File: config.mk
export PLATFORM = sky130hd
export DESIGN_NAME = kmer_window_minimizer
export DESIGN_NICKNAME = d
export VERILOG_FILES = /design/src/hdl/kwm_pkg.sv /design/src/hdl/kwm_front.sv /design/src/hdl/kwm_back.sv /design/src/hdl/kmer_window_minimizer.sv
export SDC_FILE = /design/constraint.sdc
export NUM_CORES = 2
export LEC_CHECK = 0
export BUFFER_PORTS_ARGS = -buffer_cell sky130_fd_sc_hd__clkbuf_2
export CORE_ASPECT_RATIO = 1.25
export CORE_MARGIN = 1
export CORE_UTILIZATION = 50
export DETAILED_ROUTE_END_ITERATION = 12
export PLACE_DENSITY = 0.64
export SLEW_MARGIN = 40
export SYNTH_ARGS = -nofsm -noshare
export SYNTH_HDL_FRONTEND = slang
export SYNTH_SLANG_ARGS = --single-unit
File: constraint.sdc
create_clock -name clk -period 20.9 [get_ports clk]
set_clock_uncertainty 0.2 [all_clocks]
set_input_delay 1.045 -clock clk [delete_from_list [all_inputs] [get_ports clk]]
set_output_delay 1.045 -clock clk [all_outputs]
set_load 0.1 [all_outputs]
File: src/hdl/kwm_pkg.sv
// kwm_pkg: shared constants, types and functions of the k-mer window minimizer.
// No dependencies.
`default_nettype none
package kwm_pkg;
  localparam int unsigned MAX_WINDOW_DEF = 64;
  localparam int unsigned MAX_KMER_DEF   = 32;
  localparam int unsigned POS_BITS_DEF   = 32;

  localparam logic [2:0] CODE_N = 3'd4;
  localparam logic [7:0] SPACE_CHAR = 8'h20;

  localparam logic [1:0] REG_WINDOW  = 2'd0;
  localparam logic [1:0] REG_KMER    = 2'd1;
  localparam logic [1:0] REG_LARGEST = 2'd2;

  localparam logic RESULT_POS   = 1'b0;
  localparam logic RESULT_COUNT = 1'b1;

  // One classified item handed from the front to the back.
  typedef struct packed {
    logic       has_base;
    logic [2:0] code;
    logic       last;
  } kwm_item_t;

  function automatic logic [2:0] base_code(input logic [7:0] c);
    logic [2:0] r;
    begin
      unique case (c)
        8'h41, 8'h61: r = 3'd0;
        8'h43, 8'h63: r = 3'd1;
        8'h47, 8'h67: r = 3'd2;
        8'h54, 8'h74, 8'h55, 8'h75: r = 3'd3;
        default: r = CODE_N;
      endcase
      return r;
    end
  endfunction
endpackage
`default_nettype wire

File: src/hdl/kwm_front.sv
// kwm_front: accepts characters, classifies them and queues them for the back.
// Depends on kwm_pkg.
`default_nettype none
module kwm_front import kwm_pkg::*; (
  input  wire logic       clk,
  input  wire logic       rst,
  input  wire logic       flush,
  input  wire logic       in_valid,
  output logic            in_ready,
  input  wire logic [7:0] char_byte,
  input  wire logic       seq_end,
  output logic            q_valid,
  input  wire logic       q_ready,
  output kwm_item_t       q_item
);
  // two-entry queue
  kwm_item_t slot [2];
  logic      rd_ptr, wr_ptr;
  logic [1:0] fill;
  logic push, pop;
  kwm_item_t item_in;

  always_comb begin
    item_in.has_base = (char_byte > SPACE_CHAR);
    item_in.code     = base_code(char_byte);
    item_in.last     = seq_end;
  end

  assign in_ready = (fill != 2'd2) && !flush;
  assign push     = in_valid && in_ready;
  assign q_valid  = (fill != 2'd0);
  assign pop      = q_valid && q_ready;
  assign q_item   = slot[rd_ptr];

  always_ff @(posedge clk) begin
    if (rst || flush) begin
      rd_ptr <= 1'b0;
      wr_ptr <= 1'b0;
      fill   <= 2'd0;
    end else begin
      if (push) begin
        wr_ptr <= ~wr_ptr;
      end
      if (pop) begin
        rd_ptr <= ~rd_ptr;
      end
      fill <= fill + {1'b0, push} - {1'b0, pop};
    end
  end

  always_ff @(posedge clk) begin
    if (push) begin
      slot[wr_ptr] <= item_in;
    end
  end
endmodule
`default_nettype wire

File: src/hdl/kwm_back.sv
// kwm_back: base history memory, window tracking, rescan sequencer and output.
// Depends on kwm_pkg.
`default_nettype none
module kwm_back import kwm_pkg::*; #(
  parameter int unsigned MAX_WINDOW = MAX_WINDOW_DEF,
  parameter int unsigned MAX_KMER   = MAX_KMER_DEF,
  parameter int unsigned POS_BITS   = POS_BITS_DEF
) (
  input  wire logic        clk,
  input  wire logic        rst,
  input  wire logic        flush,
  input  wire logic [6:0]  window_size,
  input  wire logic [5:0]  kmer_length,
  input  wire logic        select_largest,
  input  wire logic        q_valid,
  output logic             q_ready,
  input  wire kwm_item_t   q_item,
  output logic             out_valid,
  input  wire logic        out_ready,
  output logic             result_kind,
  output logic [31:0]      result_value,
  output logic             result_last
);
  localparam int unsigned HIST_DEPTH = MAX_WINDOW + MAX_KMER - 1;
  localparam int unsigned HA = (HIST_DEPTH > 1) ? $clog2(HIST_DEPTH) : 1;
  localparam int unsigned WB = $clog2(MAX_WINDOW + 1);
  localparam int unsigned KB = $clog2(MAX_KMER + 1);
  localparam int unsigned CB = POS_BITS + 1; // counts with a guard bit
  localparam logic [HA-1:0] DEPTH_M1 = HA'(HIST_DEPTH - 1);
  localparam logic [CB-1:0] SAT_LIM = (POS_BITS >= 32) ? CB'(33'hFFFF_FFFF)
                                                       : CB'((64'd1 << POS_BITS) - 1);

  typedef enum logic [3:0] {
    S_IDLE, S_TRACK, S_CMP_RD, S_CMP, S_SCAN_NEXT, S_DECIDE, S_EMIT_POS, S_EMIT_CNT
  } state_t;

  state_t state;
  logic [2:0] hist [HIST_DEPTH];
  logic [2:0] rd_a, rd_b;

  logic [CB-1:0] base_count, best_pos, emitted, prev_best, idx_i, cand, scan_end;
  logic [HA-1:0] ptr_a, ptr_b, wr_ptr;
  logic [KB-1:0] t_cnt;
  logic          item_last;

  logic [WB-1:0] w_eff;
  logic [KB-1:0] k_eff;
  always_comb begin
    if (window_size == 7'd0) w_eff = WB'(1);
    else if (32'(window_size) > MAX_WINDOW) w_eff = WB'(MAX_WINDOW);
    else w_eff = WB'(window_size);
    if (kmer_length == 6'd0) k_eff = KB'(1);
    else if (32'(kmer_length) > MAX_KMER) k_eff = KB'(MAX_KMER);
    else k_eff = KB'(kmer_length);
  end

  function automatic logic [HA-1:0] inc_ptr(input logic [HA-1:0] p);
    return (p == DEPTH_M1) ? '0 : p + 1'b1;
  endfunction

  // position mod depth: values are bounded since only recent entries are read
  function automatic logic [HA-1:0] pos_ptr(input logic [HA-1:0] wp,
                                            input logic [CB-1:0] back);
    logic [HA:0] d;
    begin
      d = {1'b0, wp} - (HA+1)'(back);
      if (d[HA]) d = d + (HA+1)'(HIST_DEPTH);
      return d[HA-1:0];
    end
  endfunction

  logic [CB-1:0] cnt_inc, em_inc;
  assign cnt_inc = base_count + 1'b1;
  assign em_inc  = emitted + 1'b1;

  assign q_ready = (state == S_IDLE) && !flush;

  always_ff @(posedge clk) begin
    rd_a <= hist[ptr_a];
    rd_b <= hist[ptr_b];
    if (state == S_IDLE && q_valid && q_item.has_base && !flush) begin
      hist[wr_ptr] <= q_item.code;
    end
  end

  logic [CB-1:0] sat_v;

  always_ff @(posedge clk) begin
    if (rst || flush) begin
      state      <= S_IDLE;
      base_count <= '0;
      best_pos   <= '0;
      emitted    <= '0;
      wr_ptr     <= '0;
      out_valid  <= 1'b0;
    end else begin
      unique case (state)
        S_IDLE: begin
          if (q_valid) begin
            item_last <= q_item.last;
            if (q_item.has_base) begin
              base_count <= cnt_inc;
              wr_ptr     <= inc_ptr(wr_ptr);
              state      <= S_TRACK;
            end else begin
              // skipped byte: no new k-mer, only the end of sequence matters
              state <= S_DECIDE;
              prev_best <= best_pos;
              idx_i <= '1;
            end
          end
        end
        S_TRACK: begin
          prev_best <= best_pos;
          if (base_count < CB'(k_eff)) begin
            idx_i <= '1;
            state <= S_DECIDE;
          end else begin
            idx_i <= base_count - CB'(k_eff);
            if (base_count == CB'(k_eff)) begin
              best_pos <= '0;
              state    <= S_DECIDE;
            end else if (base_count - CB'(k_eff) - best_pos >= CB'(w_eff)) begin
              best_pos <= base_count - CB'(k_eff) - CB'(w_eff) + 1'b1;
              cand     <= base_count - CB'(k_eff) - CB'(w_eff) + 2'd2;
              scan_end <= base_count - CB'(k_eff);
              state    <= (w_eff == WB'(1)) ? S_DECIDE : S_SCAN_NEXT;
            end else begin
              cand     <= base_count - CB'(k_eff);
              scan_end <= base_count - CB'(k_eff);
              state    <= S_SCAN_NEXT;
            end
          end
        end
        S_SCAN_NEXT: begin
          // point both reads at the first base of best and candidate
          ptr_a <= pos_ptr(wr_ptr, base_count - best_pos);
          ptr_b <= pos_ptr(wr_ptr, base_count - cand);
          t_cnt <= '0;
          state <= S_CMP_RD;
        end
        S_CMP_RD: begin
          ptr_a <= inc_ptr(ptr_a);
          ptr_b <= inc_ptr(ptr_b);
          state <= S_CMP;
        end
        S_CMP: begin
          // one base per cycle; rd_a/rd_b hold base t
          priority if (rd_a == CODE_N || (rd_b != CODE_N &&
              ((rd_b > rd_a && select_largest) || (rd_b < rd_a && !select_largest)))) begin
            best_pos <= cand;
            state    <= (cand == scan_end) ? S_DECIDE : S_SCAN_NEXT;
            cand     <= cand + 1'b1;
          end else if (rd_b == CODE_N || rd_b != rd_a || t_cnt == k_eff - 1'b1) begin
            state <= (cand == scan_end) ? S_DECIDE : S_SCAN_NEXT;
            cand  <= cand + 1'b1;
          end else begin
            t_cnt <= t_cnt + 1'b1;
            ptr_a <= inc_ptr(ptr_a);
            ptr_b <= inc_ptr(ptr_b);
          end
        end
        S_DECIDE: begin
          if (idx_i != '1 && (idx_i + 1'b1 == CB'(w_eff) ||
              (idx_i >= CB'(w_eff) && best_pos != prev_best)) && base_count != '0) begin
            result_kind  <= RESULT_POS;
            result_value <= 32'(sat_v);
            result_last  <= !item_last;
            emitted      <= em_inc;
            out_valid    <= 1'b1;
            state        <= S_EMIT_POS;
          end else if (item_last) begin
            if (emitted != '0) begin
              result_kind  <= RESULT_COUNT;
              result_value <= 32'((emitted > SAT_LIM) ? SAT_LIM : emitted);
              result_last  <= 1'b1;
              out_valid    <= 1'b1;
              state        <= S_EMIT_CNT;
            end else begin
              state <= S_IDLE;
            end
            base_count <= '0;
            best_pos   <= '0;
            emitted    <= '0;
          end else begin
            state <= S_IDLE;
          end
        end
        S_EMIT_POS: begin
          if (out_ready) begin
            if (item_last) begin
              result_kind  <= RESULT_COUNT;
              result_value <= 32'((emitted > SAT_LIM) ? SAT_LIM : emitted);
              result_last  <= 1'b1;
              base_count   <= '0;
              best_pos     <= '0;
              emitted      <= '0;
              state        <= S_EMIT_CNT;
            end else begin
              out_valid <= 1'b0;
              state     <= S_IDLE;
            end
          end
        end
        S_EMIT_CNT: begin
          if (out_ready) begin
            out_valid <= 1'b0;
            state     <= S_IDLE;
          end
        end
        default: state <= S_IDLE;
      endcase
    end
  end

  assign sat_v = (best_pos > SAT_LIM) ? SAT_LIM : best_pos;
endmodule
`default_nettype wire

File: src/hdl/kmer_window_minimizer.sv
// kmer_window_minimizer: top level, configuration registers and the two halves.
// Depends on kwm_pkg, kwm_front and kwm_back.
`default_nettype none
// Window minimizer sampling over a stream of ASCII characters. The front
// classifies each beat (skip bytes up to space, map ACGTU to codes, rest to
// N) into a two-entry queue; the back writes the base history memory and
// tracks the best k-mer of the window. A base whose k-mer only meets the
// current best is compared against it one history base per cycle; when the
// best leaves the window the back rescans it. Each result beat holds the
// back until taken. Any configuration write to a valid index aborts the
// current sequence.
module kmer_window_minimizer import kwm_pkg::*; #(
  parameter int unsigned MAX_WINDOW = MAX_WINDOW_DEF,
  parameter int unsigned MAX_KMER   = MAX_KMER_DEF,
  parameter int unsigned POS_BITS   = POS_BITS_DEF
) (
  input  wire logic        clk,
  input  wire logic        rst,
  input  wire logic        in_valid,
  output logic             in_ready,
  input  wire logic [7:0]  char_byte,
  input  wire logic        seq_end,
  output logic             out_valid,
  input  wire logic        out_ready,
  output logic             result_kind,
  output logic [31:0]      result_value,
  output logic             result_last,
  input  wire logic        cfg_valid,
  output logic             cfg_ready,
  input  wire logic [1:0]  cfg_index,
  input  wire logic [31:0] cfg_data
);
  logic [6:0] window_size;
  logic [5:0] kmer_length;
  logic       select_largest;
  logic       flush;
  logic       q_valid, q_ready;
  kwm_item_t  q_item;

  assign cfg_ready = 1'b1;

  // hit on any valid register index; drop the sequence in flight
  always_ff @(posedge clk) begin
    if (rst) begin
      window_size    <= 7'd10;
      kmer_length    <= 6'd15;
      select_largest <= 1'b0;
      flush          <= 1'b0;
    end else begin
      flush <= 1'b0;
      if (cfg_valid) begin
        unique case (cfg_index)
          REG_WINDOW: begin
            window_size <= cfg_data[6:0];
            flush       <= 1'b1;
          end
          REG_KMER: begin
            kmer_length <= cfg_data[5:0];
            flush       <= 1'b1;
          end
          REG_LARGEST: begin
            select_largest <= cfg_data[0];
            flush          <= 1'b1;
          end
          default: ;
        endcase
      end
    end
  end

  kwm_front u_front (
    .clk(clk), .rst(rst), .flush(flush),
    .in_valid(in_valid), .in_ready(in_ready),
    .char_byte(char_byte), .seq_end(seq_end),
    .q_valid(q_valid), .q_ready(q_ready), .q_item(q_item)
  );

  kwm_back #(
    .MAX_WINDOW(MAX_WINDOW), .MAX_KMER(MAX_KMER), .POS_BITS(POS_BITS)
  ) u_back (
    .clk(clk), .rst(rst), .flush(flush),
    .window_size(window_size), .kmer_length(kmer_length),
    .select_largest(select_largest),
    .q_valid(q_valid), .q_ready(q_ready), .q_item(q_item),
    .out_valid(out_valid), .out_ready(out_ready),
    .result_kind(result_kind), .result_value(result_value),
    .result_last(result_last)
  );
endmodule
`default_nettype wire
# [Word level (Yosys, flattened, before mapping)]
# Memory sizes are Yosys's and may differ from the RTL's. A register that Yosys moved wholly into a read port is not among the register bits.
# Index checks and enable logic that the tools add are counted.
[word_totals] ff_bits=317 ram_bits=295 input_bits=48 out_inout_bits=37 wordCells=268 n_memories=2
[memory_table] memory="u_back.hist" depth=95 word_bits=3 read_ports=2 rd_clocked_by_memory_dff=2 wr=1 line="kwm_back.sv:38" source="logic [2:0] hist [HIST_DEPTH];"
[memory_table] memory="u_front.slot" depth=2 word_bits=5 read_ports=1 rd_clocked_by_memory_dff=1 wr=1 line="kwm_front.sv:17" source="kwm_item_t slot [2];"
[classes] add_sub_neg=22 order_cmp=10 n_eq_ne=51 mux=94 bitwise=6 reduce_logical=59
[ops] op="$mux 33" n=25
[ops] op="$pmux 33 s2" n=4
[ops] op="$mux 32" n=7
[ops] op="$add 33x1->33 const B" n=5
[ops] op="$pmux 33 s4" n=1
[ops] op="$pmux 33 s3" n=1
[ops] op="$eq 8x7->1 const B" n=10
[ops] op="$mux 7" n=11
[ops] op="$ge 33x7->1" n=2
[ops] op="$gt 33x32->1 const B" n=2
[ops] op="$reduce_bool 33->1" n=2
[ops] op="$pmux 32 s2" n=1
[ops] op="$pmux 7 s3" n=2
[ops] op="$mux 4" n=9
[ops] op="$add 33x2->33 const B" n=1
[ops] op="$eq 33x33->1" n=1
[ops] op="$eq 33x6->1" n=1
[ops] op="$eq 33x7->1" n=1
[ops] op="$lt 33x6->1" n=1
[ops] op="$ne 33x33->1" n=1
[ops] op="$ne 33x33->1 const B" n=1
[ops] op="$sub 33x33->33" n=1
[ops] op="$sub 33x6->33" n=1
[ops] op="$sub 33x7->33" n=1
[ops] op="other kinds (54)" n=150

# [Longest topological paths before layout]
[logic_depth] depth_word=10 ltp_mapped=31 depth_no_buf=29

# [Modules after synthesis]
# Synthesis repeated with hierarchy kept, for this count alone.
[unflattened] hier_cells=3414 area_unflattened_um2=37350.8
[modules_own_cells] mod="kwm_back" instances=1 cells_each=3289 area_per_inst_um2=36013.3 seq_area_each_um2=16495.8
[modules_own_cells] mod="kwm_front" instances=1 cells_each=60 area_per_inst_um2=691.9 seq_area_each_um2=400.4
[modules_own_cells] mod="kmer_window_minimizer" instances=1 cells_each=65 area_per_inst_um2=645.6 seq_area_each_um2=300.3

# [Least setup slack after synthesis]
# No wires, ideal clock.
[synth_timing] path_kind="in2reg" from="input rst" to="register u_back.idx_i[0] (enable)" setup_time_ps=844 arrival_ps=12032 t_required_ps=19856 slack_ps=7824 path_stages=4 n_path_buf=2 path_cell_list="clkbuf_1 > or2_2 > clkbuf_1 > a2111oi_0"
[synth_between] elab_chain_cells=3
[synth_rtl] item="start, declared" line="kmer_window_minimizer.sv:18" source="input wire logic rst,"
[synth_rtl] item="$logic_or 1x1->1" line="kwm_back.sv:89" source="if (rst || flush) begin"
[synth_rtl] item="$not 1->1 (no source line)"
[synth_rtl] item="$reduce_and 4->1 (no source line)"
[synth_rtl] item="end signal, assigned" line="kwm_back.sv:119" source="idx_i <= base_count - CB'(k_eff);"
[synth_rtl] item="end, declared" line="kwm_back.sv:41" source="logic [CB-1:0] base_count, best_pos, emitted, prev_best, idx_i, cand, scan_end;"
# No other way between the ends.
# A chain may end at the register's enable or synchronous reset.

# [Worst setup path after layout]
[layout_timing] from="register kmer_length[2]" to="register u_back.best_pos[31]"
[layout_between] elab_chain_cells=10 elab_cells_between_ends=18 classes_between="4 x add/sub; 3 x order compare; 3 x eq/ne; 6 x mux; 2 x reduce/logical"
[layout_rtl] item="start, declared" line="kmer_window_minimizer.sv:34" source="logic [5:0] kmer_length;"
[layout_rtl] item="start signal, assigned" line="kmer_window_minimizer.sv:58" source="kmer_length <= cfg_data[5:0];"
[layout_rtl] item="$gt 6x6->1" line="kwm_back.sv:53" source="else if (32'(kmer_length) > MAX_KMER) k_eff = KB'(MAX_KMER);"
[layout_rtl] item="$mux 6" line="kwm_back.sv:53"
[layout_rtl] item="$mux 6 *" line="kwm_back.sv:52" source="if (kmer_length == 6'd0) k_eff = KB'(1);"
[layout_rtl] item="$sub 33x6->33" line="kwm_back.sv:123, kwm_back.sv:124"
[layout_rtl] item="$sub 33x7->33" line="kwm_back.sv:124" source="best_pos <= base_count - CB'(k_eff) - CB'(w_eff) + 1'b1;"
[layout_rtl] item="$add 33x1->33" line="kwm_back.sv:124"
[layout_rtl] item="$mux 33" line="kwm_back.sv:123" source="end else if (base_count - CB'(k_eff) - best_pos >= CB'(w_eff)) begin"
[layout_rtl] item="$mux 33" line="kwm_back.sv:120" source="if (base_count == CB'(k_eff)) begin"
[layout_rtl] item="$mux 33" line="kwm_back.sv:115" source="if (base_count < CB'(k_eff)) begin"
[layout_rtl] item="$pmux 33 s4" line="kwm_back.sv:97" source="unique case (state)"
[layout_rtl] item="end signal, assigned" line="kwm_back.sv:124"
[layout_rtl] item="end signal, assigned" line="kwm_back.sv:151" source="best_pos <= cand;"
[layout_rtl] item="end, declared" line="kwm_back.sv:41"
# Mark *: on every way between the ends. The rest lies on a longest branch, timed or not. The select of a mux whose other input is x is not followed.

==> flow_summary.toml <==
[die]
core_area_sq_um = 74970
ios = 85
chipHeight_um = 310.4
rows = 112
die_width_um = 248.7
die_area_sq_um = 77190
initial_core_util_pct = 50.74

[worst_setup_path]
worstPathMaxFanout = 66
critPathArrivalTime_ns = 8.57
endpoint_kind = "flop"
path_class = "reg -> reg"
critical-path-top-delay-family = "compound AO/OA/AOI/OAI gates"
slowest_stage = "or4_1"
cp_num_buf_inv = 3
slowest_delay_ns = 0.61
required_ns = 21.21
critPathLaunchType = "flop"

[finish]
area_growth_syn_to_layout_pct = 8.983
drive_gt1_share_pct = 13.49
fillers = 6404
final_cell_mix = "482 x edfxtp_1, 376 x nor2_1, 249 x nand2_1"
layout_commonest_cell = "edfxtp_1"
nNetsFinal = 3659
final_cell_area_sq_um = 41460

[logic_synthesis]
synth_edf_count = 482
ys_seq_elements = 618
yosys.area.top_type = "edfxtp_1"
seq_area_frac_synth_pct = 45.21
synth_area_leaders = "edfxtp_1 38%, mux4_2 11%, dfxtp_1 7.2%"
synth_top_family_by_area = "simple AND/OR/NAND/NOR gates"
synthesis.area_sq_um = 38040
yosys.area_share.simple_pct = 16.22
synth_fa_ha_area_share_pct = 4.210
synthCells = 3517
syn_area_per_cell_sq_um = 10.82
synth_cell_types = 110
synth-xor-area-share_pct = 7.575
yosysTopAreaCellShare_pct = 38.05
synthArstFlopShare_pct = 0
synth-main-ff-cell = "edfxtp_1"
synth_fp_nets = 3682
synth_warnings = 0
synth_compound_area_share_pct = 11.15
yosys-mux-area-fraction_pct = 11.89

[power_and_ir_drop]
leakage_nw = 14.05
finalPower_w = 0.003517
ir_worst_vdd_uv = 68.79
p_per_area_nw_per_um2 = 84.84

[route]
routed_wl_mm = 110.5
vias_per_cell = 6.363
firstDrtPassIters = 5
drc = 0
wl_per_cell_um = 24.49
drt-initial-drc-count = 2524
final_antenna_net_count = 0
vias = 28723

[cts]
post-cts-setup-buffer-count = 0
cts_buffer_depth = 3
cts_tree = "built"
cts_resized = 0
cts.sinks = 618
cts-hold-fix-buffers = 0
path_clk_slew_ns = 0.06
cts_inserted_buffers = 61
insertion_delay_ns = 0.66
cts_max_level = 2
cts-root-buf = "clkbuf_16"

[sta]
tns_ns = 0
holdWs_ns = 0.2706
setup_violations = 0
slew_violations = 0
max_freq_mhz = 121.0
hold_viol = 0
grt_setup_unrepaired = "no"
period_minus_slack_ns = 8.264
fin_crit_sh_pct = 39.54
worst_slew_pin_slew_ns = 0.8690
slew-limit-headroom_pct = 41.85

[grt]
antenna_found_initial = 0
grt_max_degree = 96
grt_overflow_total = 0
grt_pass1_vias = 28233
grt_pass1_wl_mm = 168.2
grt_util_all_layers_pct = 28.51

[job]
max_cap_violations = 0

[placement]
gp_congestion = 0.9614
portBuffers = 58
place_area_sq_um = 39320
dp_hpwl_mm = 82.58

[hold_path]
hold_path.class = "reg -> reg"

[run_status]
status = "finished clean"
## worst reg2reg max path: cells and delay by family, from the launching register on
family / cells / cell delay [ns]
AO/OA/AOI/OAI: 11 / 3.37
AND/OR/NAND/NOR: 9 / 2.30
buffers and inverters: 3 / 1.12
adder cells (fa/ha/maj): 2 / 0.80
flip-flops: 1 / 0.35
## Yosys cell counts, types with 100 or more instances
cell type / n
edfxtp_1: 482
nor2_1: 379
nand2_1: 250
xnor2_1: 229
mux4_2: 180
clkbuf_1: 170
inv_1: 167
a21oi_1: 160
dfxtp_1: 136
nand3_1: 134
o21ai_0: 122
ha_1: 100
## layer usage
layer	up-vias	part of all wire, %	GRT usage, %
li1	13182	-	-
met1	14286	38	33.17
met2	984	52	52.37
met3	271	4.7	2.911
met4	0	5.4	14.26
met5	-	0	0
## flip-flops by register name, indices dropped and copies added (netlist names), 7 cells and up, named ones only
signal               flops
u_back.base_count       33
u_back.best_pos         33
u_back.cand             33
u_back.emitted          33
u_back.hist            285
u_back.idx_i            33
u_back.prev_best        33
u_back.ptr_a             7
u_back.ptr_b             7
u_back.result_value     32
u_back.scan_end         33
u_back.wr_ptr            7
u_front.slot            10
window_size              7
## final timing paths
| kind | from | endpoint | slack, ns | depth (start not counted) |
|---|---|---|---|---|
| worst min register to register | kmer_length[0] | kmer_length[0] | 0.27 | 1 |
| worst max register to register | kmer_length[2] | u_back.best_pos[31] | 12.64 | 25 |
| worst max-delay path | kmer_length[2] | u_back.best_pos[31] | 12.64 | 25 |
| worst min-delay path | kmer_length[0] | kmer_length[0] | 0.27 | 1 |
## per-stage QoR
step	instances	utilization (%)	setup slack [ns]
final	4514	55.30	12.64
after global routing	4513	55.29	12.13
after CTS	4513	55.27	12.75
after detailed placement	4400	52.44	12.75
after global placement	4396	52.32	12.80
after floorplan	3517	-	7.824
## final cells by class
class	count	area [sq um]	area share, %
sequential	618	17200	41.48
tap	969	1212	2.924
clock buffer	78	1660	4.005
multi-input combinational	2527	19550	47.15
timing repair buffer	110	718.2	1.732
clock inverter	35	457.9	1.105
inverter	176	660.6	1.594
antenna	1	2.502	0.006036
## power breakdown
group          switching, W  internal (W)  leakage, nW
sequential        0.0000551       0.00142         5.32
combinational      0.000526      0.000354         7.70
clock              0.000488      0.000674         1.02
## cell families (layout without fill, tap and decap cells)
group,count (synthesis),after routing
simple gates,1230,1230
xor+xnor,324,324
buf+inv,372,399
fa+ha+maj,118,118
mux,226,226
other cells,1,2
compound gates,628,628
flops,618,618
Note: power is estimated with default switching activity, not from simulation.
